$ cat src/sv/ple_pkg.sv
`timescale 1ns / 1ps
// ----------------------------------------------------------------------------
// ple_pkg: shared definitions for the positional list engine
// Sizes, command and status codes, and the control word that drives the
// row of storage cells.
// ----------------------------------------------------------------------------
package ple_pkg;

  localparam int CAPACITY   = 64;
  localparam int DATA_WIDTH = 32;

  localparam int CMD_W   = 3;
  localparam int VALUE_W = 32;
  localparam int POS_W   = 8;
  localparam int STAT_W  = 2;
  localparam int ELEM_W  = 32;
  localparam int CNT_W   = $clog2(CAPACITY + 1);
  localparam int IDX_W   = $clog2(CAPACITY);
  localparam int CMP_W   = POS_W + 1;

  typedef enum logic [CMD_W-1:0] {
    CMD_INS_FIRST = 3'd0,
    CMD_INS_LAST  = 3'd1,
    CMD_INS_POS   = 3'd2,
    CMD_DEL_FIRST = 3'd3,
    CMD_DEL_LAST  = 3'd4,
    CMD_DEL_POS   = 3'd5,
    CMD_DUMP      = 3'd6
  } cmd_t;

  typedef enum logic [STAT_W-1:0] {
    ST_OK    = 2'd0,
    ST_BAD   = 2'd1,
    ST_EMPTY = 2'd2,
    ST_FULL  = 2'd3
  } status_t;

  typedef enum logic [1:0] {
    MODE_HOLD = 2'd0,
    MODE_INS  = 2'd1,
    MODE_DEL  = 2'd2,
    MODE_ROT  = 2'd3
  } shift_mode_t;

  typedef struct packed {
    shift_mode_t           mode;
    logic [IDX_W-1:0]      idx;
    logic [DATA_WIDTH-1:0] word;
  } cell_ctl_t;

endpackage

$ cat src/sv/ple_cell.sv
`timescale 1ns / 1ps
// ----------------------------------------------------------------------------
// ple_cell: one storage cell of the list
// Holds one word and, each cycle, keeps it, loads the new word, or takes the
// word of its left neighbor, its right neighbor or the head of the list.
// ----------------------------------------------------------------------------
`default_nettype none

module ple_cell (
  input  wire logic                               clk,
  input  wire logic [ple_pkg::IDX_W-1:0]          slot,
  input  wire ple_pkg::cell_ctl_t                 ctl,
  input  wire logic [ple_pkg::DATA_WIDTH-1:0]     left_word,
  input  wire logic [ple_pkg::DATA_WIDTH-1:0]     right_word,
  input  wire logic [ple_pkg::DATA_WIDTH-1:0]     head_word,
  output logic      [ple_pkg::DATA_WIDTH-1:0]     word
);

  logic [ple_pkg::DATA_WIDTH-1:0] word_next;

  always_comb begin
    word_next = word;
    case (ctl.mode)
      ple_pkg::MODE_INS: begin
        if (slot == ctl.idx) begin
          word_next = ctl.word;
        end else if (slot > ctl.idx) begin
          word_next = left_word;
        end
      end
      ple_pkg::MODE_DEL: begin
        if (slot >= ctl.idx) begin
          word_next = right_word;
        end
      end
      ple_pkg::MODE_ROT: begin
        if (slot == ctl.idx) begin
          word_next = head_word;
        end else if (slot < ctl.idx) begin
          word_next = right_word;
        end
      end
      default: begin
        word_next = word;
      end
    endcase
  end

  always_ff @(posedge clk) begin
    word <= word_next;
  end

endmodule

`default_nettype wire

$ cat config.mk
export PLATFORM = sky130hd
export DESIGN_NAME = ple_cell
export DESIGN_NICKNAME = d
export VERILOG_FILES = /design/src/sv/ple_pkg.sv /design/src/sv/ple_cell.sv
export SDC_FILE = /design/constraint.sdc
export NUM_CORES = 1
export LEC_CHECK = 0
export ABC_AREA = 1
export BUFFER_PORTS_ARGS = -buffer_cell sky130_fd_sc_hd__buf_2
export CORE_UTILIZATION = 42
export CTS_BUF_LIST = sky130_fd_sc_hd__clkbuf_2 sky130_fd_sc_hd__clkbuf_4 sky130_fd_sc_hd__clkbuf_8
export CTS_CLUSTER_DIAMETER = 100
export DETAILED_ROUTE_END_ITERATION = 16
export GPL_TIMING_DRIVEN = 0
export PLACE_DENSITY = 0.85
export SLEW_MARGIN = 20
export SYNTH_ARGS = -nofsm -noshare
export SYNTH_HDL_FRONTEND = slang
export SYNTH_SLANG_ARGS = --single-unit
export TNS_END_PERCENT = 100
$ cat constraint.sdc
create_clock -name clk -period 3.9 [get_ports clk]
set_input_delay 0.39 -clock clk [delete_from_list [all_inputs] [get_ports clk]]
set_output_delay 0.39 -clock clk [all_outputs]
set_load 0.05 [all_outputs]
; ---- Word-level counts from Yosys, hierarchy flattened
; Cells that the tools add are included.
; Widths: inputs -> output; s select.
[op_classes]
n_reduce_logical = 2
addsub = 0
multipliers = 0
n_lt_le_gt_ge = 3
n_eq_ne = 7
n_div = 0
bitwise = 0
n_mux = 6
shifts = 0
[ops]
columns = cell, n
row1 = $mux 32, 5
row2 = $pmux 32 s3, 1
row3 = $eq 6x6->1, 1
row4 = $ge 6x6->1, 1
row5 = $gt 6x6->1, 1
row6 = $lt 6x6->1, 1
row7 = $ne 3x3->1 const B, 2
row8 = $eq 2x2->1 const B, 2
row9 = $reduce_and 4->1, 1
row10 = $reduce_bool 3->1, 1
row11 = $eq 2x1->1 const B, 1
row12 = $ne 2x2->1 const B, 1
[word_totals]
ramBits = 0
in_bits = 143
out_inout_bits = 32
romBits = 0
ff_bits = 32
latchBits = 0
elab_cells = 19
memories = 0

; ---- Longest topological paths before layout
; Gate-level depths: netlist of run 1.
[depth]
depth_word = 4
mapped_depth = 11
depth_no_buf = 10

; ---- Worst setup path after synthesis of run 1
; No wires, ideal clock.
[synth_timing]
path_type = input to register
startpoint = in ctl[37] in the netlist's numbering
endpoint = reg word[0] in the netlist's numbering, enable pin
stages = 8
path_buffers = 2
setup_ps = 432
required_time_ps = 3468
arrival_time_ps = 2897
path_slack_ps = 571
path_cell_list = inv_1 > ha_1 > nand2_2 > nor2_4 > nand2_2 > buf_6 > buf_2 > a21oi_1
[synth_between]
elab_chain_len = 3
elab_cells_between_ends = 8
[synth_lines]
columns = item, line
row1 = start: declaration, ple_cell.sv:12  ; input wire ple_pkg::cell_ctl_t ctl,
row2 = "$lt 6x6->1, or another cell as far along", ple_cell.sv:39  ; end else if (slot < ctl.idx) begin
row3 = $ne 3x3->1 (no source line) / $ne 2x2->1 (equally long branches), n/a
row4 = $reduce_and 4->1 (no source line) *, n/a
row5 = end signal: assignment, ple_cell.sv:50  ; word <= word_next;
row6 = end: declaration, ple_cell.sv:16  ; output logic [ple_pkg::DATA_WIDTH-1:0] word
; Mark *: on every way between the ends. The rest lies on a longest branch, timed or not.
; A chain may end at the register's enable or synchronous reset.

; ---- Worst setup path in the final report of run 1
[layout_timing]
startpoint = in ctl[37] in the netlist's numbering
endpoint = reg word[9] in the netlist's numbering, enable pin
; Same word-level chain as after synthesis.

==> results of run 1 <==
==> final timing paths <==
| check | to | from | cells after the start | slack (ns) |
|---|---|---|---|---|
| hold / removal | word[18]$_DFFE_PP_ | right_word[18] | 3 | 0.41 |
| setup / recovery | word[9]$_DFFE_PP_ | ctl[37] | 10 | 1.60 |
==> cell usage in the layout (no fill, tap or decap), types with 2 or more instances in the layout <==
cell / instances
buf_2: 178
clkbuf_1: 8
a21oi_1: 30
inv_1: 41
buf_6: 4
buf_1: 2
nor2_1: 2
nand2_1: 126
edfxtp_1: 32
o21ai_0: 30
clkbuf_8: 5
nand3_1: 34
nand4_1: 2
nand2_2: 3
o21ai_1: 16
clkinv_2: 2
ha_1: 6
==> cell families after synthesis <==
group	share of synthesized area [%]
flops	40.0
buf+inv	11.6
fa+ha+maj	3.12
compound gates	16.0
simple gates	29.3
==> per-stage QoR <==
| step | utilization [%] | power, W | TNS (ns) |
|---|---|---|---|
| 2_1_floorplan | - | 0.000809 | 0 |
| 3_3_place_gp | 61.0 | 0.000958 | -10.14 |
| 3_5_place_dp | 61.7 | 0.000978 | 0 |
| 4_1_cts | 63.2 | 0.00122 | 0 |
| 5_1_grt | 63.2 | 0.00127 | 0 |
| 6_report | 63.2 | 0.00121 | 0 |
==> layout make-up <==
class | instances | area, um^2 | share of cell area, %
Tap cell | 72 | 90.1 | 2.59
Timing Repair Buffer | 174 | 893 | 25.7
Clock inverter | 3 | 13.8 | 0.396
Sequential cell | 32 | 961 | 27.6
Buffer | 21 | 120 | 3.45
Multi-Input combinational cell | 252 | 1170 | 33.8
Clock buffer | 5 | 68.8 | 1.98
Inverter | 42 | 158 | 4.53
==> power groups by stage <==
stage               registers, W  clock network [W]  logic (W)
finish                  0.000468           0.000240   0.000503
global route            0.000472           0.000259   0.000537
CTS                     0.000468           0.000246   0.000503
detailed placement      0.000476                  0   0.000502
global placement        0.000476                  0   0.000482
floorplan               0.000697                  0   0.000112
==> tightest hold or removal path, delay by kind of cell <==
family	cells	cell delay [ns]
buffers and inverters	1	0.09
and+or+nand+nor	2	0.12
==> metal layers <==
layer | global-route usage, % | part of all wire [%]
met5 | 0 | 0
met1 | 31.1 | 39
met2 | 49.9 | 51
met4 | 11.5 | 2.2
met3 | 4.12 | 7.7
==> metrics.txt, run 1 <==
status=finished clean; Synth top area share=40.0%; CTS clk-pin slew, worst paths=0.07 ns; dpl cell area=3400 um^2; RSZ-0062 raised after global routing=no; clock share of power=19.8%; biggest regs=word x32; largest net degree at the start of global routing=18; Tightest Pin Transition=0.640 ns; final worst-path setup slack=1.60 ns; Routed WL=7.82 mm; Pwr Density=348 nW/um^2; Initial Utilization=43.6%; vias in the first global route=2,889; #FFs+latches synth=32; Resized cells post-CTS=0; Max stage delay on crit path=0.56 ns; Tmin final=2.30 ns; drt drc=0; post-route cell area=3480 um^2; max-slew violations=0; placed wire-length estimate=6.31 mm; Netlist cell types=20; grt total ovfl=0; Max Clk Rate=435 MHz; Mapped Nets=496; H-tree depth reported by CTS=2; post-CTS setup buffer count=0; die area=6030 um^2; Synth area leaders=edfxtp_1 (40%), nand2_1 (20%), nand3_1 (7.1%); maximum vdd drop=216 uV; slowest CP cell=a21oi_4; first-pass GRT wire length=12.7 mm; Setup crit end kind=flip-flop; Global Route Usage Sum=27.2%; critical path startpoint category=input pin; CP Cell Sequence=buf_2 -> inv_1 -> ha_1 -> nand2_2 -> nor2_4 -> nand2_2 -> buf_6 -> buf_2 -> a21oi_4 -> buf_16; CTS tree=built; WS Path Type=in -> reg; Setup Viol. Count Final=0; initial antenna violation count=0; worst endpoint required time=3.89 ns; Hold Fails Final Rpt=0; die extent in x=77.6 um; synthesis-to-finish area growth=44.8%; register with the most flip-flops=word; clock buffer depth=2; max reg flops=32; maxcap violations=0; Synth Flop Type=edfxtp_1; CTS Hold Bufs=0; count leader, synth=nand2_1; root buffer cell=clkbuf_8; Cells after Synth=347; clock sink count=32; share of layout cells above drive strength 1=37.6%; port bufs=173; Post-synth ARST share=0%; vias after detailed routing=2,959; number of vias per cell=4.92; top cell type by total area after synthesis=edfxtp_1; number of enable flip-flop cells after synthesis=32; combinational share of power=41.5%; crit share post-route=59.0%; chip height=77.6 um; DR iter-0 viols=136; total CTS buffers=5; Fill cells=505; Hold Path Class=in -> reg; P_sw=0.000492 W; worst relative slew slack=57.3%; Syn Area/Cell=6.92 um^2; Net Sw Frac=40.6%; Routed Antenna Nets=0; cell area after synthesis=2400 um^2; most frequent cells after synthesis=nand2_1 (126), inv_1 (41), nand3_1 (34); worst hold slack=0.415 ns; Final Non-Filler Cells=601; Syn. warnings=0; leak pwr=1.94 nW; I/O pin total=175; WP buf/inv=5; Placed Cells=593; Critical Path AT=2.29 ns; CORE AREA=5510 um^2; top fanout value on the critical path=17; 1st-pass router iterations=4; Layout Nets=677; Setup WS pre-CTS=1.30 ns; Worst path top cell family by delay=buffers and inverters; post-synthesis sequential area ratio=40.0%; # rows=27; sequential share of power=38.7%; Antenna Cells=0; Internal=0.000718 W; average wire per standard cell=13.0 um; GPL Wtd Cong=0.840
(Power assumes the default switching activity.)
==> inputs of run 2 (changes only) <==
==> constraint.sdc (replaced) <==
create_clock -name clk -period 2.2 [get_ports clk]
set_input_delay 0.22 -clock clk [delete_from_list [all_inputs] [get_ports clk]]
set_output_delay 0.22 -clock clk [all_outputs]
set_load 0.05 [all_outputs]
==> run 2 against run 1 <==
  * Count of clock-buffer cells in the layout grew 1
  * Global-route usage is 0.68 points lower
  * First-iteration DRC count down 26%
  * Non-clock buffer count is 1 lower
  * Die area did not move
  * Utilization is 0.23 points lower
  * Setup slack worse by 1.3 ns
  * Largest cell class unchanged
==> metrics.txt, run 2 (synthesis gave the netlist of run 1 again) <==
status=finished clean; Setup WS pre-CTS=-0.364 ns (-1.66 ns); max-slew violations=0 (unchanged); Antenna Cells=0 (unchanged); worst relative slew slack=61.2% (+4.0 points); max reg flops=32 (unchanged); drt drc=0 (unchanged); RSZ-0062 raised after global routing=no; vias after detailed routing=2,955 (-0.14%); placed wire-length estimate=6.20 mm (-1.7%); Worst path top cell family by delay=compound AO/OA/AOI/OAI gates; leak pwr=1.93 nW (-0.53%); Final Non-Filler Cells=600 (-0.17%); grt met2 use=50.9% (+0.97 points); DR iter-0 viols=100 (-26%); synthesis-to-finish area growth=44.3%; Placed Cells=592 (-0.17%); maxcap violations=0 (unchanged); clock buffer depth=2 (unchanged); final worst-path setup slack=0.253 ns (-1.35 ns); register with the most flip-flops=word; Max Clk Rate=513 MHz; vias in the first global route=2,772 (-4.0%); Hold Path Class=in -> reg; top fanout value on the critical path=16 (-1); M3 GR Usage=4.12% (unchanged); worst hold slack=0.244 ns (-0.170 ns); most frequent cells in the layout=buf_2 (178), nand2_1 (126), inv_1 (41); number of vias per cell=4.93 (about the same); CP Cell Sequence=buf_2 -> inv_1 -> ha_1 -> nand2_2 -> nor2_4 -> nand2_2 -> buf_6 -> buf_2 -> a21oi_4; commonest non-fill, non-tap cell in the layout=buf_2; largest net degree at the start of global routing=17 (-1); # rows=27 (unchanged); CORE AREA=5510 um^2 (unchanged); Max stage delay on crit path=0.52 ns (-0.04 ns); worst endpoint required time=2.11 ns (-1.78 ns); Routed Antenna Nets=0 (unchanged); Hold Fails Final Rpt=0 (unchanged); GPL Wtd Cong=0.806 (-4.1%); share of layout cells above drive strength 1=37.7% (+0.071 points); Tightest Pin Transition=0.580 ns (-0.0591 ns); I/O pin total=175 (unchanged); Global Route Usage Sum=26.5% (-0.68 points); H-tree depth reported by CTS=2 (unchanged); first-pass GRT wire length=12.4 mm (-2.8%); WS Path Type=in -> reg; total CTS buffers=5 (unchanged); WP buf/inv=4 (-1); CTS tree=built; chip height=77.6 um (unchanged); port bufs=173 (unchanged); Layout Nets=677 (unchanged); maximum vdd drop=338 uV (+57%); die extent in x=77.6 um (unchanged); 1st-pass router iterations=4 (unchanged); slowest CP cell=a21oi_4; biggest regs=word x32; grt total ovfl=0 (unchanged); initial antenna violation count=0 (unchanged); clock sink count=32 (unchanged); critical path startpoint category=input pin; global-route layer with the greatest usage=met2; Pwr Density=622 nW/um^2 (+79%); GR Layer Usage met1=29.4% (-1.7 points); root buffer cell=clkbuf_8; Setup crit end kind=flip-flop; CTS clk-pin slew, worst paths=0.07 ns (about the same); Initial Utilization=43.6% (unchanged); Tmin final=1.95 ns; Critical Path AT=1.86 ns (-0.43 ns); crit share post-route=88.5%; die area=6030 um^2 (unchanged); Setup Viol. Count Final=0 (unchanged); average wire per standard cell=13.3 um (+2.1%); Routed WL=7.97 mm (+2.0%)
==> run 2: cell count changes in the layout (fill, tap and decap cells not counted), sizes merged <==
cell    delta
a21oi      +1
clkinv     -2
clkbuf     +1
buf        -1
==> run 2: path summary, 6_finish.rpt <==
path,depth (start not counted),end,from
worst max-delay path,9,word[27]$_DFFE_PP_,ctl[37]
worst min-delay path,3,word[9]$_DFFE_PP_,right_word[9]
==> run 2: final cells by class <==
cell class                 count  area (um^2)
sequential                    32          961
timing repair buffer         173          866
inverter                      42          158
clock buffer                   6         76.3
tap                           72         90.1
multi-input combinational    253         1190
buffer                        21          120
clock inverter                 1         5.00
fill                         528         2040
==> run 2: layer usage <==
layer / up-vias / routed length [um]
li1: 1502 / -
met3: 15 / 623
met2: 169 / 4040
met1: 1269 / 3170
met4: 0 / 141
met5: - / 0
==> run 2: where the power goes <==
part / internal (W) / switching, W / leakage [nW]
registers: 0.000805 / 0.0000258 / 0.302
clock network: 0.000227 / 0.000214 / 0.0445
logic: 0.000244 / 0.000639 / 1.59
total: 0.00128 / 0.000879 / 1.93
==> run 2: metrics by stage <==
step | instance area, um^2 | TNS, ns | power (W) | utilization (%)
after CTS | 3460 | 0 | 0.00215 | 62.8
after global routing | 3470 | 0 | 0.00224 | 63.0
after floorplan | 2410 | 0 | 0.00143 | -
after detailed placement | 3370 | -11.61 | 0.00172 | 61.2
after global placement | 3370 | -10.30 | 0.00170 | 61.2
final | 3470 | 0 | 0.00216 | 63.0
==> run 2: what timing repair did <==
| action | 4_1_cts | 5_1_grt |
|---|---|---|
| setup buffers | 0 | 0 |
| setup endpoints to repair | 32 | 16 |
| gates resized for setup | 0 | 1 |
| pin swaps | 1 | 0 |
| hold buffers | 0 | 0 |
| gates cloned | 1 | 0 |
==> inputs of run 3 (changes only) <==
--- a/config.mk
+++ b/config.mk
@@ -7,12 +7,13 @@
 export LEC_CHECK = 0
 export ABC_AREA = 1
 export BUFFER_PORTS_ARGS = -buffer_cell sky130_fd_sc_hd__buf_2
-export CORE_UTILIZATION = 42
+export CORE_UTILIZATION = 25
 export CTS_BUF_LIST = sky130_fd_sc_hd__clkbuf_2 sky130_fd_sc_hd__clkbuf_4 sky130_fd_sc_hd__clkbuf_8
 export CTS_CLUSTER_DIAMETER = 100
+export CTS_CLUSTER_SIZE = 28
 export DETAILED_ROUTE_END_ITERATION = 16
 export GPL_TIMING_DRIVEN = 0
-export PLACE_DENSITY = 0.85
+export PLACE_DENSITY = 0.56
 export SLEW_MARGIN = 20
 export SYNTH_ARGS = -nofsm -noshare
 export SYNTH_HDL_FRONTEND = slang
==> run 3 against run 2 <==
  * Count of clock-buffer cells in the layout shrank 1
  * Maximum frequency down 1.5%
  * Via count increased by 0.64%
  * Final cell count up 9.7%
  * First-iteration DRC count did not move
  * Combinational power increased by 0.5%
  * Wire length rose by 13%
  * Cell area rose by 2.1%
  * Critical path depth unchanged
  * Global-route usage decreased by 8.7 points
==> metrics.txt, run 3 (synthesis gave the netlist of run 1 again) <==
WS Path Type=in -> reg; commonest non-fill, non-tap cell in the layout=buf_2; Setup Viol. Count Final=0 (unchanged); DR iter-0 viols=100 (unchanged); CTS clk-pin slew, worst paths=0.08 ns (about the same); Hold Fails Final Rpt=0 (unchanged); Pwr Density=611 nW/um^2 (-1.7%); Global Route Usage Sum=17.8% (-8.7 points); CORE AREA=9280 um^2 (+69%); clock buffer depth=2 (unchanged); root buffer cell=clkbuf_8; synthesis-to-finish area growth=47.3%; drt drc=0 (unchanged); share of layout cells above drive strength 1=37.6% (-0.071 points); CTS tree=built; status=finished clean; biggest regs=word x32; post-layout util=38.1% (-25 points); CTS Hold Bufs=0 (unchanged); Max Clk Rate=506 MHz (-1.5%); port bufs=173 (unchanged); Tmin final=1.98 ns (+0.0303 ns); crit share post-route=89.9% (+1.4 points); GPL Wtd Cong=0.783 (-2.8%); Tightest Pin Transition=0.589 ns (+0.00902 ns); maxcap violations=0 (unchanged); Hold Path Class=in -> reg; Setup crit end kind=flip-flop; dpl cell area=3440 um^2 (+2.1%); Fill cells=1,016 (+92%); leak pwr=1.93 nW (about the same); # rows=35 (+30%); vias after detailed routing=2,974 (+0.64%); maximum vdd drop=193 uV (-43%); first-pass GRT wire length=13.6 mm (+10%); I/O pin total=175 (unchanged); Multi-input gate area=1190 um^2 (unchanged); max reg flops=32 (unchanged); 1st-pass router iterations=4 (unchanged); post-route cell area=3540 um^2 (+2.1%); clock sink count=32 (unchanged); RSZ-0062 raised after global routing=no; final setup TNS=0 ns (unchanged); die area=10,000 um^2 (+66%); Resized cells post-CTS=1 (+1); Initial Utilization=25.9% (-18 points); Critical Path AT=1.90 ns (+0.04 ns); worst endpoint required time=2.12 ns (about the same); critical path startpoint category=input pin; largest net degree at the start of global routing=17 (unchanged); Layout Nets=677 (unchanged); Routed Antenna Nets=0 (unchanged); vias in the first global route=2,841 (+2.5%); number of vias per cell=4.52 (-8.2%); H-tree depth reported by CTS=2 (unchanged); die extent in x=100 um (+29%); total CTS buffers=5 (unchanged); grt total ovfl=0 (unchanged); average wire per standard cell=13.7 um (+3.0%); Antenna Cells=0 (unchanged); Reg area=961 um^2 (unchanged); placed wire-length estimate=7.05 mm (+14%); top fanout value on the critical path=16 (unchanged); worst relative slew slack=60.6% (-0.60 points); max-slew violations=0 (unchanged); initial antenna violation count=0 (unchanged); post-CTS setup buffer count=0 (unchanged); most frequent cells in the layout=buf_2 (178), nand2_1 (126), inv_1 (41); chip height=100 um (+29%); register with the most flip-flops=word; Routed WL=9.00 mm (+13%)
## run 3: cell types whose count changed in the layout (fill, tap and decap cells not counted)
cell      change
clkinv_2      +1
clkinv_1      +1
clkbuf_4      -1
## run 3: worst paths after layout
kind | from | endpoint | slack [ns] | depth (start not counted)
max | ctl[37] | word[27]$_DFFE_PP_ | 0.22 | 9
min | right_word[9] | word[9]$_DFFE_PP_ | 0.24 | 3
## run 3: metrics by stage
stage                     hold slack, ns  std cells  total power [W]  setup WS (ns)
after detailed placement           0.531        649          0.00173         -0.464
after floorplan                    0.423        347          0.00143         0.0864
after global placement             0.525        649          0.00172         -0.472
after CTS                          0.224        658          0.00219          0.194
final                              0.236        658          0.00216          0.222
after global routing               0.236        658          0.00228          0.115
## run 3: final cells by class
type / instances / share of cell area [%]
Buffer: 21 / 3.39
Clock buffer: 5 / 1.94
Clock inverter: 3 / 0.389
Inverter: 42 / 4.45
Multi-Input combinational cell: 253 / 33.7
Sequential cell: 32 / 27.1
Tap cell: 129 / 4.56
Timing Repair Buffer: 173 / 24.5
## run 3: worst max-delay path: stages
cell     delay (ns)
buf_2          0.08
inv_1          0.03
ha_1           0.29
nand2_2        0.08
nor2_4         0.16
nand2_2        0.11
buf_6          0.16
buf_2          0.23
a21oi_4        0.53
## run 3: layer usage
layer	GRT usage (%)	part of all wire, %	vias up
li1	-	-	1502
met5	0	0	-
met2	33.3	48	167
met3	3.76	9.4	7
met4	3.68	0.87	0
met1	20.9	41	1298
## run 3: where the power goes
part,switching [W],internal (W)
logic,0.000643,0.000244
clock network,0.000231,0.000215
registers,0.0000264,0.000805
total,0.000900,0.00126
