`config.mk`:
```
export PLATFORM = sky130hd
export DESIGN_NAME = ple_ctrl_flat
export DESIGN_NICKNAME = d
export VERILOG_FILES = /design/src/sv/ple_pkg.sv /design/src/sv/ple_chan_if.sv /design/src/sv/ple_ctrl.sv /design/src/flat_wrapper.sv
export SDC_FILE = /design/constraint.sdc
export NUM_CORES = 1
export LEC_CHECK = 0
export ABC_AREA = 1
export BUFFER_PORTS_ARGS = -buffer_cell sky130_fd_sc_hd__buf_2
export CAP_MARGIN = 20
export CORE_MARGIN = 4
export CORE_UTILIZATION = 45
export CTS_CLUSTER_DIAMETER = 100
export DETAILED_ROUTE_END_ITERATION = 8
export PLACE_DENSITY = 0.76
export SYNTH_ARGS = -nofsm -noshare
export SYNTH_HDL_FRONTEND = slang
export SYNTH_SLANG_ARGS = --single-unit
```
`constraint.sdc`:
```
create_clock -name clk -period 2.8 [get_ports clk]
set_clock_uncertainty 0.15 [all_clocks]
set_input_delay 0.14 -clock clk [delete_from_list [all_inputs] [get_ports clk]]
set_output_delay 0.14 -clock clk [all_outputs]
set_load 0.02 [all_outputs]
```
`src/sv/ple_pkg.sv`:
```
`timescale 1ns / 1ps
// ----------------------------------------------------------------------------
// ple_pkg: shared definitions for the positional list engine
// Sizes, command and status codes, and the control word that drives the
// row of storage cells.
// ----------------------------------------------------------------------------
package ple_pkg;

  localparam int CAPACITY   = 64;
  localparam int DATA_WIDTH = 32;

  localparam int CMD_W   = 3;
  localparam int VALUE_W = 32;
  localparam int POS_W   = 8;
  localparam int STAT_W  = 2;
  localparam int ELEM_W  = 32;
  localparam int CNT_W   = $clog2(CAPACITY + 1);
  localparam int IDX_W   = $clog2(CAPACITY);
  localparam int CMP_W   = POS_W + 1;

  typedef enum logic [CMD_W-1:0] {
    CMD_INS_FIRST = 3'd0,
    CMD_INS_LAST  = 3'd1,
    CMD_INS_POS   = 3'd2,
    CMD_DEL_FIRST = 3'd3,
    CMD_DEL_LAST  = 3'd4,
    CMD_DEL_POS   = 3'd5,
    CMD_DUMP      = 3'd6
  } cmd_t;

  typedef enum logic [STAT_W-1:0] {
    ST_OK    = 2'd0,
    ST_BAD   = 2'd1,
    ST_EMPTY = 2'd2,
    ST_FULL  = 2'd3
  } status_t;

  typedef enum logic [1:0] {
    MODE_HOLD = 2'd0,
    MODE_INS  = 2'd1,
    MODE_DEL  = 2'd2,
    MODE_ROT  = 2'd3
  } shift_mode_t;

  typedef struct packed {
    shift_mode_t           mode;
    logic [IDX_W-1:0]      idx;
    logic [DATA_WIDTH-1:0] word;
  } cell_ctl_t;

endpackage

```
`src/sv/ple_chan_if.sv`:
```
`timescale 1ns / 1ps
// ----------------------------------------------------------------------------
// ple_chan_if: command and result channels of the positional list engine
// Valid/ready channels; an item moves when valid and ready are both high.
// ----------------------------------------------------------------------------
`default_nettype none

interface ple_cmd_if;
  logic                                valid;
  logic                                ready;
  logic [ple_pkg::CMD_W-1:0]           command;
  logic signed [ple_pkg::VALUE_W-1:0]  value;
  logic [ple_pkg::POS_W-1:0]           position;

  modport source (output valid, command, value, position, input ready);
  modport sink   (input valid, command, value, position, output ready);
endinterface

interface ple_res_if;
  logic                                valid;
  logic                                ready;
  logic [ple_pkg::STAT_W-1:0]          status;
  logic [ple_pkg::CNT_W-1:0]           entry_count;
  logic signed [ple_pkg::ELEM_W-1:0]   element;
  logic                                element_valid;
  logic                                last;

  modport source (output valid, status, entry_count, element, element_valid, last,
                  input ready);
  modport sink   (input valid, status, entry_count, element, element_valid, last,
                  output ready);
endinterface

`default_nettype wire

```
`src/sv/ple_ctrl.sv`:
```
`timescale 1ns / 1ps
// ----------------------------------------------------------------------------
// ple_ctrl: command decode, fill count and result register
// Checks each command against the fill count, steers the cell row, and
// streams a dump by rotating the filled part of the row one place per item.
// ----------------------------------------------------------------------------
`default_nettype none

module ple_ctrl (
  input  wire logic                            clk,
  input  wire logic                            rst,
  ple_cmd_if.sink                              cmd_ch,
  ple_res_if.source                            res_ch,
  input  wire logic [ple_pkg::DATA_WIDTH-1:0]  head_word,
  output ple_pkg::cell_ctl_t                   ctl
);

  typedef enum logic [1:0] {
    S_IDLE = 2'b01,
    S_DUMP = 2'b10
  } state_t;

  state_t                      state;
  logic                        out_valid;
  logic [ple_pkg::CNT_W-1:0]   count;
  logic [ple_pkg::CNT_W-1:0]   count_next;
  logic [ple_pkg::CNT_W-1:0]   remain;
  logic [ple_pkg::STAT_W-1:0]  status_q;
  logic [ple_pkg::CNT_W-1:0]   count_q;
  logic [ple_pkg::ELEM_W-1:0]  elem_q;
  logic                        elem_valid_q;
  logic                        last_q;

  ple_pkg::status_t            status_n;
  logic                        slot_free;
  logic                        take;
  logic                        emit;
  logic                        dump_start;
  logic                        full;
  logic                        empty;
  logic [ple_pkg::CMP_W-1:0]   pos_ext;
  logic [ple_pkg::CMP_W-1:0]   cnt_ext;
  logic [ple_pkg::IDX_W-1:0]   pos_idx;
  logic [ple_pkg::IDX_W-1:0]   tail_idx;

  assign slot_free    = !out_valid || res_ch.ready;
  assign cmd_ch.ready = (state == S_IDLE) && slot_free;
  assign take         = cmd_ch.valid && cmd_ch.ready;
  assign emit         = (state == S_DUMP) && slot_free;
  assign full         = (count == ple_pkg::CNT_W'(ple_pkg::CAPACITY));
  assign empty        = (count == '0);
  assign pos_ext      = ple_pkg::CMP_W'(cmd_ch.position);
  assign cnt_ext      = ple_pkg::CMP_W'(count);
  assign pos_idx      = ple_pkg::IDX_W'(cmd_ch.position - ple_pkg::POS_W'(1));
  assign tail_idx     = ple_pkg::IDX_W'(count - ple_pkg::CNT_W'(1));

  always_comb begin
    ctl.mode   = ple_pkg::MODE_HOLD;
    ctl.idx    = '0;
    ctl.word   = ple_pkg::DATA_WIDTH'(cmd_ch.value);
    status_n   = ple_pkg::ST_OK;
    count_next = count;
    dump_start = 1'b0;
    if (take) begin
      case (ple_pkg::cmd_t'(cmd_ch.command))
        ple_pkg::CMD_INS_FIRST, ple_pkg::CMD_INS_LAST, ple_pkg::CMD_INS_POS: begin
          if (full) begin
            status_n = ple_pkg::ST_FULL;
          end else if (ple_pkg::cmd_t'(cmd_ch.command) == ple_pkg::CMD_INS_POS &&
                       (pos_ext == '0 || pos_ext > cnt_ext + ple_pkg::CMP_W'(1))) begin
            status_n = ple_pkg::ST_BAD;
          end else begin
            ctl.mode   = ple_pkg::MODE_INS;
            count_next = count + ple_pkg::CNT_W'(1);
            case (ple_pkg::cmd_t'(cmd_ch.command))
              ple_pkg::CMD_INS_FIRST: ctl.idx = '0;
              ple_pkg::CMD_INS_LAST:  ctl.idx = ple_pkg::IDX_W'(count);
              default:                ctl.idx = pos_idx;
            endcase
          end
        end
        ple_pkg::CMD_DEL_FIRST, ple_pkg::CMD_DEL_LAST, ple_pkg::CMD_DEL_POS: begin
          if (empty) begin
            status_n = ple_pkg::ST_EMPTY;
          end else if (ple_pkg::cmd_t'(cmd_ch.command) == ple_pkg::CMD_DEL_POS &&
                       (pos_ext == '0 || pos_ext > cnt_ext)) begin
            status_n = ple_pkg::ST_BAD;
          end else begin
            ctl.mode   = ple_pkg::MODE_DEL;
            count_next = count - ple_pkg::CNT_W'(1);
            case (ple_pkg::cmd_t'(cmd_ch.command))
              ple_pkg::CMD_DEL_FIRST: ctl.idx = '0;
              ple_pkg::CMD_DEL_LAST:  ctl.idx = tail_idx;
              default:                ctl.idx = pos_idx;
            endcase
          end
        end
        ple_pkg::CMD_DUMP: begin
          if (empty) begin
            status_n = ple_pkg::ST_EMPTY;
          end else begin
            dump_start = 1'b1;
          end
        end
        default: begin
          status_n = ple_pkg::ST_OK;
        end
      endcase
    end else if (emit) begin
      ctl.mode = ple_pkg::MODE_ROT;
      ctl.idx  = tail_idx;
    end
  end

  always_ff @(posedge clk) begin
    if (rst) begin
      state     <= S_IDLE;
      out_valid <= 1'b0;
      count     <= '0;
      remain    <= '0;
    end else begin
      count <= count_next;
      if ((take && !dump_start) || emit) begin
        out_valid <= 1'b1;
      end else if (slot_free) begin
        out_valid <= 1'b0;
      end
      if (take && dump_start) begin
        state  <= S_DUMP;
        remain <= count;
      end
      if (emit) begin
        remain <= remain - ple_pkg::CNT_W'(1);
        if (remain == ple_pkg::CNT_W'(1)) begin
          state <= S_IDLE;
        end
      end
    end
  end

  always_ff @(posedge clk) begin
    if (take && !dump_start) begin
      status_q     <= status_n;
      count_q      <= count_next;
      elem_q       <= '0;
      elem_valid_q <= 1'b0;
      last_q       <= 1'b1;
    end else if (emit) begin
      status_q     <= ple_pkg::ST_OK;
      count_q      <= count;
      elem_q       <= ple_pkg::ELEM_W'(head_word);
      elem_valid_q <= 1'b1;
      last_q       <= (remain == ple_pkg::CNT_W'(1));
    end
  end

  assign res_ch.valid         = out_valid;
  assign res_ch.status        = status_q;
  assign res_ch.entry_count   = count_q;
  assign res_ch.element       = elem_q;
  assign res_ch.element_valid = elem_valid_q;
  assign res_ch.last          = last_q;

endmodule

`default_nettype wire

```
`src/flat_wrapper.sv`:
```
// flat-port wrapper written by rule: the top's interface ports become plain ports
module ple_ctrl_flat 
  (clk, rst, head_word, ctl, cmd_ch_valid, cmd_ch_command, cmd_ch_value, cmd_ch_position, cmd_ch_ready, res_ch_valid, res_ch_status, res_ch_entry_count, res_ch_element, res_ch_element_valid, res_ch_last, res_ch_ready);
  ple_cmd_if cmd_ch_i ();
  ple_res_if res_ch_i ();
  input  wire logic clk;
  input  wire logic rst;
  input  wire logic [ple_pkg::DATA_WIDTH-1:0] head_word;
  output ple_pkg::cell_ctl_t ctl;
  input wire logic [$bits(cmd_ch_i.valid)-1:0] cmd_ch_valid;
  input wire logic [$bits(cmd_ch_i.command)-1:0] cmd_ch_command;
  input wire logic [$bits(cmd_ch_i.value)-1:0] cmd_ch_value;
  input wire logic [$bits(cmd_ch_i.position)-1:0] cmd_ch_position;
  output wire logic [$bits(cmd_ch_i.ready)-1:0] cmd_ch_ready;
  output wire logic [$bits(res_ch_i.valid)-1:0] res_ch_valid;
  output wire logic [$bits(res_ch_i.status)-1:0] res_ch_status;
  output wire logic [$bits(res_ch_i.entry_count)-1:0] res_ch_entry_count;
  output wire logic [$bits(res_ch_i.element)-1:0] res_ch_element;
  output wire logic [$bits(res_ch_i.element_valid)-1:0] res_ch_element_valid;
  output wire logic [$bits(res_ch_i.last)-1:0] res_ch_last;
  input wire logic [$bits(res_ch_i.ready)-1:0] res_ch_ready;
  assign cmd_ch_i.valid = cmd_ch_valid;
  assign cmd_ch_i.command = cmd_ch_command;
  assign cmd_ch_i.value = cmd_ch_value;
  assign cmd_ch_i.position = cmd_ch_position;
  assign cmd_ch_ready = cmd_ch_i.ready;
  assign res_ch_valid = res_ch_i.valid;
  assign res_ch_status = res_ch_i.status;
  assign res_ch_entry_count = res_ch_i.entry_count;
  assign res_ch_element = res_ch_i.element;
  assign res_ch_element_valid = res_ch_i.element_valid;
  assign res_ch_last = res_ch_i.last;
  assign res_ch_i.ready = res_ch_ready;
  ple_ctrl u_core (.clk(clk), .rst(rst), .cmd_ch(cmd_ch_i), .res_ch(res_ch_i), .head_word(head_word), .ctl(ctl));
endmodule
```
# Word level (Yosys, flattened, before mapping)
# Index checks and enable logic that the tools add are counted.
# op_classes
addsub,5
mul,0
div_mod_pow,0
order_cmp,2
n_eq_ne,10
shift,0
muxes,36
bitwise_logic,0
n_reduce_logical,21
# op_table
cell,count
$mux 7,10
$mux 8,5
$pmux 6 s2,2
$mux 2,9
$pmux 8 s2,1
$pmux 7 s2,1
$sub 7x1->7 const B,2
$eq 3x3->1 const B,3
$logic_not 9->1,1
$add 7x1->8 const B,1
$gt 8x7->1,1
$gt 8x8->1,1
$add 7x1->7 const B,1
$eq 7x1->1 const B,1
$eq 7x7->1 const B,1
$logic_and 1x1->1,7
$logic_not 7->1,1
$mux 1,7
$eq 3x2->1 const B,2
$pmux 2 s3,1
$reduce_bool 2->1,3
$reduce_or 3->1,2
$sub 6x1->6 const B,1
$logic_or 1x1->1,4
other kinds (5),6
# word_totals
reg_bits,60
latchBits,0
ram_bits,0
rom_bits,0
input_bits,79
out_inout_bits,85
wordCells,83
mem_count,0

# Logic depth before layout (Yosys ltp)
# Gate-level depths: netlist (run 1).
# depth
ltp_word,9
mapped_depth,19
mapped_depth_nobuf,18

# Worst setup path after synthesis (run 1)
# Ideal clock, no wire load.
# synth_timing
kind,register to output
startpoint,reg u_core.count[2] (netlist bit)
endpoint,out ctl[35] (netlist bit)
arrival_ns,2.368
t_required_ns,2.510
setup_slack_ns,0.142
stages_incl_launch_ff,17
path_buffers,1
path_cell_list,dfxtp_1 buf_6 inv_4 nor3_2 nand3_1 xor2_1 ha_1 a21oi_1 o21a_1 nand2_1 nand2_1 nand2_2 nand2_2 nand2_1 o21ai_0 nand2_1 o21ai_0
# synth_lines
item,line,rtl
from (decl),ple_ctrl.sv:25,logic [ple_pkg::CNT_W-1:0] count;
from (signal assigned),ple_ctrl.sv:122,count <= count_next;
to (decl),flat_wrapper.sv:9,output ple_pkg::cell_ctl_t ctl;

==> key figures, run 1 <==
Run status
  • Status: finished with violations
  • Failing checks: negative setup slack

Detailed routing
  • TritonRoute pass-1 iters: 6
  • DR DRC count: 0
  • Detailed Route Iter0 Violations: between 300 and 400
  • Vias: ~4000
  • Vias per cell: about 5.3
  • Routed wire length: 11900 um
  • Final antenna-violating net count: 0
  • WL per Instance: between 15 and 20 um

Setup path
  • CP max stage delay: between 0.3 and 0.4 ns
  • CP Capture Type: output port
  • Crit-path slowest cell: dfxtp_4
  • CP delay by family, top: simple AND/OR/NAND/NOR gates
  • Startpoint types: flip-flop
  • Critical path class: flip-flop to output port
  • Required @ worst endpoint: 2.51 ns
  • Critical path launch point: u_core.count[2]
  • Worst R2R Path Depth: 18
  • Worst-path fanout max: 6
  • Reg-to-reg slack, setup: roughly 0.02 ns
  • RR Endpoint: u_core.res_ch.entry_count[3]
  • CP Depth: 17
  • Top cell by count, worst path: nand2_1
  • Crit path DAT: about 2.7 ns
  • Worst Setup EP: ctl[32]
  • Worst-path cell chain: inv_4 > nor3_4 > nand3_2 > nor2_1 > nand2_1 > ha_4 > a21oi_2 > o21a_1 > nand2_1 > nand2_1 > nand2_2 > nand2_4 > nand2_8 > o22ai_1 > nand2_1 > o21ai_0 > buf_2
  • R2r startpoint: u_core.count[2]
  • Buf+Inv Stages, Crit Path: 2

Global route
  • Largest net degree at the start of global routing: 38
  • First-pass GRT wire length: ~19000 um
  • GR Overflow Total: 0
  • GRT Overall Usage: 0.229
  • Vias in the first global route: 3976
  • Antenna violations before repair: 0

Clock network
  • Clk_lat worst skew: between 0.3 and 0.4 ns
  • Buffer levels on the longest clock path: 2
  • CTS clock-pin slew for the worst setup and hold paths: approximately 0.07 ns
  • Root buf cell: clkbuf_8
  • CTS tree: done
  • Num CTS Buffers: 9
  • Clk sinks: 60
  • H-Tree Depth: 3

Logic synthesis
  • Synthesized cell area: around 4000 sq um
  • Post-synthesis sequential area ratio: 0.330
  • Mean post-synth cell area: roughly 7.3 sq um
  • Asr flop ratio synth: 0
  • Mapped Nets: approximately 640
  • Syn. warnings: 0
  • Post-Syn Instances: around 540
  • Netlist cell types: 41
  • Post-synth EDFFs: 9
  • Synth Flop Type: dfxtp_1
  • Seq cells post-synth: 60

STA
  • Setup violations, final: 7
  • Fmax: around 0.33 GHz
  • Slew Limit Headroom: 0.573
  • Part of the cycle the worst path needs: 1.08
  • Tightest hold margin: 0.0465 ns
  • PnR worst setup slack: -0.227 ns
  • RSZ-0062 raised after global routing: true
  • Final Slew Violations: 0
  • Tmin final: ~3.0 ns
  • Worst Tran Pin Value: 0.638 ns
  • Final hold viol count: 0

Cells and area
  • Nets: 760
  • Layout cells sized above 1: 0.343
  • Commonest non-fill, non-tap cells in the layout: 146 x nand2_1, 96 x buf_2, 46 x dfxtp_1
  • Fin util: 0.624
  • Most common cell after layout, fill and taps aside: nand2_1
  • P&R area growth vs syn: 33.0%

Power
  • PwrDens: 545 nW/um^2
  • Max VDD drop: roughly 0.37 mV
  • Leak Pwr: approximately 2.4 nW
  • Total Power: 2.84 mW

Placed design
  • GPL Wtd Cong: about 0.95
  • PortBufs: 99
  • Setup WS pre-CTS: -0.0521 ns
  • HPWL after DPL: between 8000 and 9000 um

Die
  • I/O pin cnt: 164
  • Core area: ~8300 sq um
  • Die Y: a little over 100 um
  • Die Width: around 100 um
  • Die area: ~10000 sq um
  • Placement Rows: 33
  • Initial Util: 0.470

Run
  • Maxcap violations: 0

Hold path
  • Hold path depth: 2
  • Min-Delay Path Class: primary input to flip-flop
==> flip-flops by register name, summed over array words and instances, names as in the netlist <==
name	flops
u_core.res_ch.element	32
u_core.count	7
u_core.remain	7
u_core.res_ch.entry_count	7
u_core.res_ch.status	2
u_core.state	2
u_core.res_ch.element_valid	1
u_core.res_ch.last	1
u_core.res_ch.valid	1
==> per-stage QoR <==
stage	setup TNS, ns	instances	cell area, sq um
final	-1.42	771	5210
after global routing	-4.15	770	5200
after CTS	-1.20	768	4990
after detailed placement	-0.126	715	4400
after global placement	0	715	4400
after floorplan	0	536	3920
==> power breakdown <==
group / total [mW] / switching [mW] / internal [mW] / leakage [nW]
clock network: 0.765 / 0.353 / 0.412 / 0.101
logic: 1.09 / 0.681 / 0.408 / 1.81
registers: 0.982 / 0.0405 / 0.942 / 0.505
==> cell families after synthesis <==
group,count (synthesis),share of synthesized area
DFF,60,0.330
buffers and inverters,102,0.136
adders and majority gates,21,0.0671
xor gates and xnor gates,15,0.0335
AOI/OAI and AO/OA,94,0.148
and+or+nand+nor,244,0.285
==> layer usage <==
| metal | track usage | vias to the layer above | share of wire |
|---|---|---|---|
| li1 | - | 1976 | - |
| met1 | 0.300 | 1883 | 0.41 |
| met3 | 0.0592 | 47 | 0.084 |
| met4 | 0.0869 | 0 | 0.025 |
| met2 | 0.362 | 209 | 0.48 |
| met5 | 0 | - | 0 |
==> cell usage after synthesis, types with 3 or more instances <==
library cell	instances	area (sq um)
nand2_1	149	559
dfxtp_1	51	1020
a21oi_1	46	230
inv_1	41	154
nand3_1	34	170
buf_4	33	248
nor2_1	25	93.8
ha_1	21	263
o21ai_0	17	85.1
xor2_1	11	96.3
inv_2	10	37.5
nand2_2	10	62.6
edfxtp_1	9	270
a21oi_2	7	61.3
clkbuf_1	7	26.3
nand4_1	6	37.5
buf_2	5	25.0
nor3_2	5	50.1
o22ai_1	5	31.3
nor2_4	4	45.0
xnor2_1	4	35.0
a31oi_1	3	18.8
nor2_2	3	18.8
nor3_1	3	15.0
o21ai_1	3	15.0
==> timing repair <==
| action | 4_1_cts | 5_1_grt |
|---|---|---|
| pin swaps | 7 | 12 |
| resized for setup | 18 | 40 |
| endpoints found under the setup margin | 10 | 22 |
| hold endpoints to repair | 32 | 0 |
| setup buffers | 5 | 3 |
| hold buffers | 32 | 0 |
==> final cells by class <==
class	count	area [sq um]
well taps	105	131
diodes	1	2.50
multi-input cells	374	2300
inverters	54	216
clock inverters	6	63.8
flip-flops and latches	60	1310
clock buffers	10	128
repair buffers	161	1060
fillers	679	3130
==> worst reg2reg max path, delay by kind of cell, from the launching register on <==
family	cells	cell delay [ns]
AOI/OAI and AO/OA	2	0.31
adders and majority gates	1	0.23
and+or+nand+nor	13	1.25
buffers and inverters	2	0.21
DFF	1	0.39
==> worst min path at each step <==
stage	start	endpoint	slack (ns)
after detailed placement	cmd_ch_value[31]	ctl[31]	0.13
after global placement	cmd_ch_value[31]	ctl[31]	0.13
after CTS	rst	u_core.remain[6]	0.03
final	rst	u_core.count[6]	0.05
after global routing	rst	u_core.count[6]	0.04
after floorplan	rst	u_core.remain[3]	0.06
(Power assumes the default switching activity.)
==> inputs of run 2 (changes only) <==
Settings changed: CORE_ASPECT_RATIO set to 1.25.
==> run 2 against run 1 <==
Net effect: sequential power barely moved; combinational power rose by 8%; cell count rose by 2.3%; die area barely moved; register-to-register slack got worse by 0.21 ns; the run still ends with negative setup slack left; hold slack got worse by 0.022 ns; clock-buffer cell count rose by 5; highest routed layer unchanged.
==> key figures, run 2 (synthesis gave the netlist of run 1 again) <==
Setup path
  • Top cell by count, worst path: nand2_1
  • Buf+Inv Stages, Crit Path: 3
  • CP delay by family, top: simple AND/OR/NAND/NOR gates
  • Worst R2R Path Depth: 16
  • Startpoint types: flip-flop
  • Crit-path slowest cell: dfxtp_1
  • CP max stage delay: 0.45 ns
  • Required @ worst endpoint: 2.51 ns
  • Critical path class: flip-flop to output port
  • Worst-path cell chain: inv_1 > nor3_4 > xor2_2 > ha_1 > nand2_4 > o21a_1 > nand2_1 > nand2_1 > nand2_2 > nand2_4 > buf_6 > nand3_2 > o21ai_1 > nand2_1 > o21ai_1 > buf_4
  • CP Capture Type: output port
  • Worst-path fanout max: 4
  • Crit path DAT: around 2.8 ns
  • CP Depth: 16

Clock network
  • Clk sinks: 60
  • Num CTS Buffers: 9
  • Clk_lat worst skew: about 0.34 ns
  • H-Tree Depth: 3
  • Root buf cell: clkbuf_8
  • CTS clock-pin slew for the worst setup and hold paths: 0.07 ns
  • CTS tree: done
  • Buffer levels on the longest clock path: 2

Cells and area
  • Commonest non-fill, non-tap cells in the layout: 132 x nand2_1, 93 x buf_2, 47 x dfxtp_1
  • # fillers: 665
  • Nets: approximately 770
  • Fin util: 0.642
  • Layout cells sized above 1: 0.371
  • Largest register FFs: 32
  • Design Area, Final: 5380 sq um
  • P&R area growth vs syn: 37.4%
  • Most common cell after layout, fill and taps aside: nand2_1
  • # diodes: 0

Power
  • Internal: 1.86 mW
  • Leak Pwr: 2.47 nW
  • Max VDD drop: approximately 0.4 mV
  • Psw: about 1.1 mW
  • Switching share of total power: 0.373
  • Comb pwr share: 0.396
  • Flop pwr share: 0.330
  • PwrDens: 552 nW/um^2
  • Clock Power Share: 0.274

Global route
  • Largest net degree at the start of global routing: 38
  • Antenna violations before repair: 0
  • First-pass GRT wire length: a little under 20000 um
  • GR Overflow Total: 0
  • GRT Overall Usage: 0.231
  • Vias in the first global route: about 4300

Die
  • Die Width: roughly 90 um
  • Die Y: 112 um
  • Initial Util: 0.467
  • Placement Rows: 37
  • I/O pin cnt: roughly 160
  • Core area: ~8400 sq um
  • Die area: slightly above 10000 sq um

STA
  • Part of the cycle the worst path needs: 1.11
  • Fmax: ~0.32 GHz
  • Final hold viol count: 0
  • Slew Limit Headroom: 0.386
  • Setup TNS Final: -2.93 ns
  • Tmin final: 3.11 ns
  • Final Slew Violations: 0
  • Tightest hold margin: approximately 0.024 ns
  • PnR worst setup slack: -0.313 ns
  • RSZ-0062 raised after global routing: true
  • Worst Tran Pin Value: 0.917 ns
  • Setup violations, final: 19

Detailed routing
  • Vias: roughly 4300
  • Final antenna-violating net count: 0
  • Detailed Route Iter0 Violations: approximately 320
  • M1 WL: 4440 um
  • TritonRoute pass-1 iters: 6
  • Uppermost layer routed: met4
  • DR DRC count: 0
  • Vias per cell: 5.46
  • WL per Instance: 16.0 um
  • Wire length on met3: 1180 um
  • DR WL met2: between 6000 and 7000 um
  • Routed wire length: between 10000 and 15000 um

Placed design
  • GPL Wtd Cong: 1.04
  • HPWL after DPL: between 7000 and 8000 um
  • Setup WS pre-CTS: between 0.02 and 0.025 ns
  • PortBufs: between 90 and 100
  • Cell area after placement: 4430 sq um

Run status
  • Status: finished with violations
  • Failing checks: negative setup slack

Hold path
  • Hold path depth: 2
  • Min-Delay Path Class: primary input to flip-flop

Run
  • Maxcap violations: 0
-- run 2: changes by cell type in the layout (fill, tap and decap cells not counted), moves of 3 or more --
cell and change:
nand2_1 -14, buf_2 -3, o21ai_1 +3, nand2_2 +12, buf_4 +8, o21ai_0 -3
-- run 2: worst paths after layout --
path | from | to | slack, ns
max | u_core.count[4] | ctl[34] | -0.31
min | rst | u_core.remain[6] | 0.02
max reg2reg | u_core.count[4] | u_core.res_ch.entry_count[1] | -0.19
min reg2reg | u_core.res_ch.element[13] | u_core.res_ch.element[13] | 0.31
-- run 2: metal layers --
metal,GRT usage,vias up
li1,-,1985
met1,0.243,1951
met2,0.412,291
met3,0.0818,79
met4,0.102,0
met5,0,-
-- run 2: layout make-up --
type,instances,area [sq um],area share
multi-input combinational,374,2370,0.441
sequential,60,1300,0.242
timing repair buffer,168,1130,0.209
inverter,54,215,0.0400
clock buffer,15,209,0.0388
tap,117,146,0.0272
clock inverter,1,8.76,0.00163
-- run 2: what timing repair did --
item,CTS,global route
gates resized for setup,44,45
endpoints found under the setup margin,7,23
endpoints found under the hold margin,32,0
hold buffers,32,0
setup buffers,8,5
pin swaps,14,22
-- run 2: through the flow --
| stage | total power, mW | cells |
|---|---|---|
| finish | 2.97 | 789 |
| global route | 3.12 | 789 |
| CTS | 2.84 | 786 |
| detailed placement | 1.92 | 730 |
| global placement | 1.90 | 730 |
| floorplan | 1.68 | 536 |
-- run 2: power by group through the flow --
stage	logic (mW)	registers, mW	clock network, mW
floorplan	0.660	1.02	0
global placement	0.913	0.985	0
detailed placement	0.930	0.986	0
CTS	1.03	0.978	0.834
global route	1.26	0.987	0.871
finish	1.18	0.982	0.813
==> inputs of run 3 (changes only) <==
Settings changed: CELL_PAD_IN_SITES_DETAIL_PLACEMENT set to 1, CELL_PAD_IN_SITES_GLOBAL_PLACEMENT set to 2, CORE_MARGIN 4 to not set, CORE_UTILIZATION 45 to 26, PLACE_DENSITY 0.76 to not set, PLACE_DENSITY_LB_ADDON set to 0.1.
==> run 3 against run 2 <==
Net effect: the flow finishes with violations (design-rule violations, negative setup slack); clock-buffer cell count shrank 3; global-route usage shrank 5.1 points; total power grew 10%; first-iteration DRC count shrank 78%; hold slack gained 0.024 ns; register-to-register slack gained 0.28 ns; sequential power shrank 0.6%; largest power group unchanged; highest routed layer unchanged.
==> key figures, run 3 (synthesis gave the netlist of run 1 again) <==
STA
  • RSZ-0062 raised after global routing: true
  • Final Slew Violations: 0
  • Slew Limit Headroom: 0.606
  • Final hold viol count: 0
  • Worst Tran Pin Value: slightly below 0.6 ns
  • Fmax: between 0.3 and 0.4 GHz
  • PnR worst setup slack: -0.153 ns
  • Setup violations, final: 7
  • Part of the cycle the worst path needs: 1.05
  • Tmin final: 2.95 ns

Global route
  • Largest net degree at the start of global routing: 38
  • Vias in the first global route: between 4000 and 5000
  • GR Overflow Total: 0
  • First-pass GRT wire length: roughly 22000 um
  • GRT Overall Usage: 0.180
  • Antenna violations before repair: 0

Placed design
  • PortBufs: 99
  • Setup WS pre-CTS: -0.0832 ns
  • HPWL after DPL: between 10000 and 15000 um
  • GPL Wtd Cong: around 0.83
  • Cell area after placement: between 4000 and 5000 sq um

Setup path
  • CP Capture Type: output port
  • Critical path class: flip-flop to output port
  • CP max stage delay: between 0.3 and 0.4 ns
  • Top cell by count, worst path: nand2_1
  • Startpoint types: flip-flop
  • Crit path DAT: roughly 2.7 ns
  • Worst-path cell chain: ha_4 > nand3_4 > nor3_2 > xor2_1 > ha_1 > nand2_2 > nor2_2 > nand2_1 > nand2_1 > nand2_1 > nand2_2 > nand2_4 > nand2_4 > o22ai_2 > nand2_1 > o21ai_0 > buf_2
  • Worst-path fanout max: 6
  • Crit-path slowest cell: dfxtp_4
  • Required @ worst endpoint: 2.51 ns

Cells and area
  • Most common cell after layout, fill and taps aside: nand2_1
  • Nets: 788
  • Commonest non-fill, non-tap cells in the layout: 147 x nand2_1, 94 x buf_2, 61 x buf_4
  • # fillers: approximately 1800
  • P&R area growth vs syn: 41.9%
  • Layout cells sized above 1: 0.361
  • Design Area, Final: approximately 5600 sq um
  • Largest register FFs: 32
  • # diodes: 0

Detailed routing
  • WL per Instance: roughly 15 um
  • DR DRC count: 10
  • Routed wire length: 13500 um
  • Vias: approximately 4000
  • TritonRoute pass-1 iters: 6
  • Detailed Route Iter0 Violations: between 60 and 70
  • Final antenna-violating net count: 0
  • Vias per cell: around 4.6

Hold path
  • Min-Delay Path Class: primary input to flip-flop

Die
  • Placement Rows: 49
  • I/O pin cnt: 164
  • Core area: approximately 15000 sq um
  • Die Width: approximately 110 um
  • Die area: about 16000 sq um
  • Initial Util: 0.270
  • Die Y: about 140 um

Power
  • PwrDens: 591 nW/um^2
  • Comb pwr share: 0.355
  • Max VDD drop: 0.269 mV
  • Switching share of total power: 0.352
  • Clock Power Share: 0.348
  • Flop pwr share: 0.297
  • Leak Pwr: ~2.6 nW
  • Internal: ~2.1 mW
  • Psw: around 1.2 mW

Run status
  • Failing checks: design-rule violations, negative setup slack
  • Status: finished with violations

Clock network
  • Clk sinks: 60
  • Root buf cell: clkbuf_16
  • Num CTS Buffers: 9
  • H-Tree Depth: 3
  • CTS clock-pin slew for the worst setup and hold paths: 0.06 ns
  • Buffer levels on the longest clock path: 2
  • CTS tree: done
  • Clk_lat worst skew: approximately 0.33 ns

Run
  • Maxcap violations: 0
[run 3: path summary, 6_finish.rpt]
path	slack, ns	to	cells after the start	start
worst max-delay path	-0.15	ctl[32]	17	u_core.count[1]
worst min-delay path	0.05	u_core.res_ch.valid	4	res_ch_ready
worst min register to register	0.31	u_core.res_ch.element[7]	2	u_core.res_ch.element[7]
worst max register to register	0.09	u_core.res_ch.entry_count[3]	18	u_core.count[1]
[run 3: stage by stage]
step	TNS, ns	power (mW)	util	hold WS, ns	std cells
2_1_floorplan	0	1.68	-	0.0594	536
3_3_place_gp	-0.0876	2.01	0.316	0.130	802
3_5_place_dp	-0.375	2.02	0.316	0.130	802
4_1_cts	-1.30	3.31	0.377	0.0402	865
5_1_grt	-2.74	3.49	0.383	0.0610	871
6_report	-0.910	3.28	0.383	0.0479	871
[run 3: timing repair]
action / in CTS / in global routing
hold buffers: 32 / 0
pin swaps: 16 / 10
setup endpoints to repair: 14 / 19
resized for setup: 42 / 7
endpoints found under the hold margin: 32 / 0
buffers inserted: 15 / 6
[run 3: cell type report]
class / instances / area [sq um] / share of cell area
Clock buffer: 12 / 289 / 0.0520
Clock inverter: 4 / 26.3 / 0.00473
Inverter: 54 / 210 / 0.0378
Multi-Input combinational cell: 374 / 2230 / 0.402
Sequential cell: 60 / 1310 / 0.235
Tap cell: 178 / 223 / 0.0401
Timing Repair Buffer: 189 / 1270 / 0.229
[run 3: power groups by stage]
stage	Sequential, mW	Clock [mW]	Combinational, mW
after floorplan	1.02	0	0.660
after global placement	0.986	0	1.03
after detailed placement	0.985	0	1.04
after CTS	0.978	1.18	1.15
after global routing	0.983	1.22	1.29
final	0.976	1.14	1.17
[run 3: per-layer routing]
layer	routed length (um)	share of wire	GRT usage
met1	5570	0.41	0.198
met2	7020	0.52	0.331
met3	565	0.042	0.0409
met4	305	0.023	0.0704
met5	0	0	0
[run 3: critical path: cells and delay by family, from the launching register on]
family | cells | cell delay [ns]
compound gates | 2 | 0.21
xor+xnor | 1 | 0.23
buf+inv | 1 | 0.19
fa+ha+maj | 2 | 0.45
simple gates | 11 | 0.87
flops | 1 | 0.38
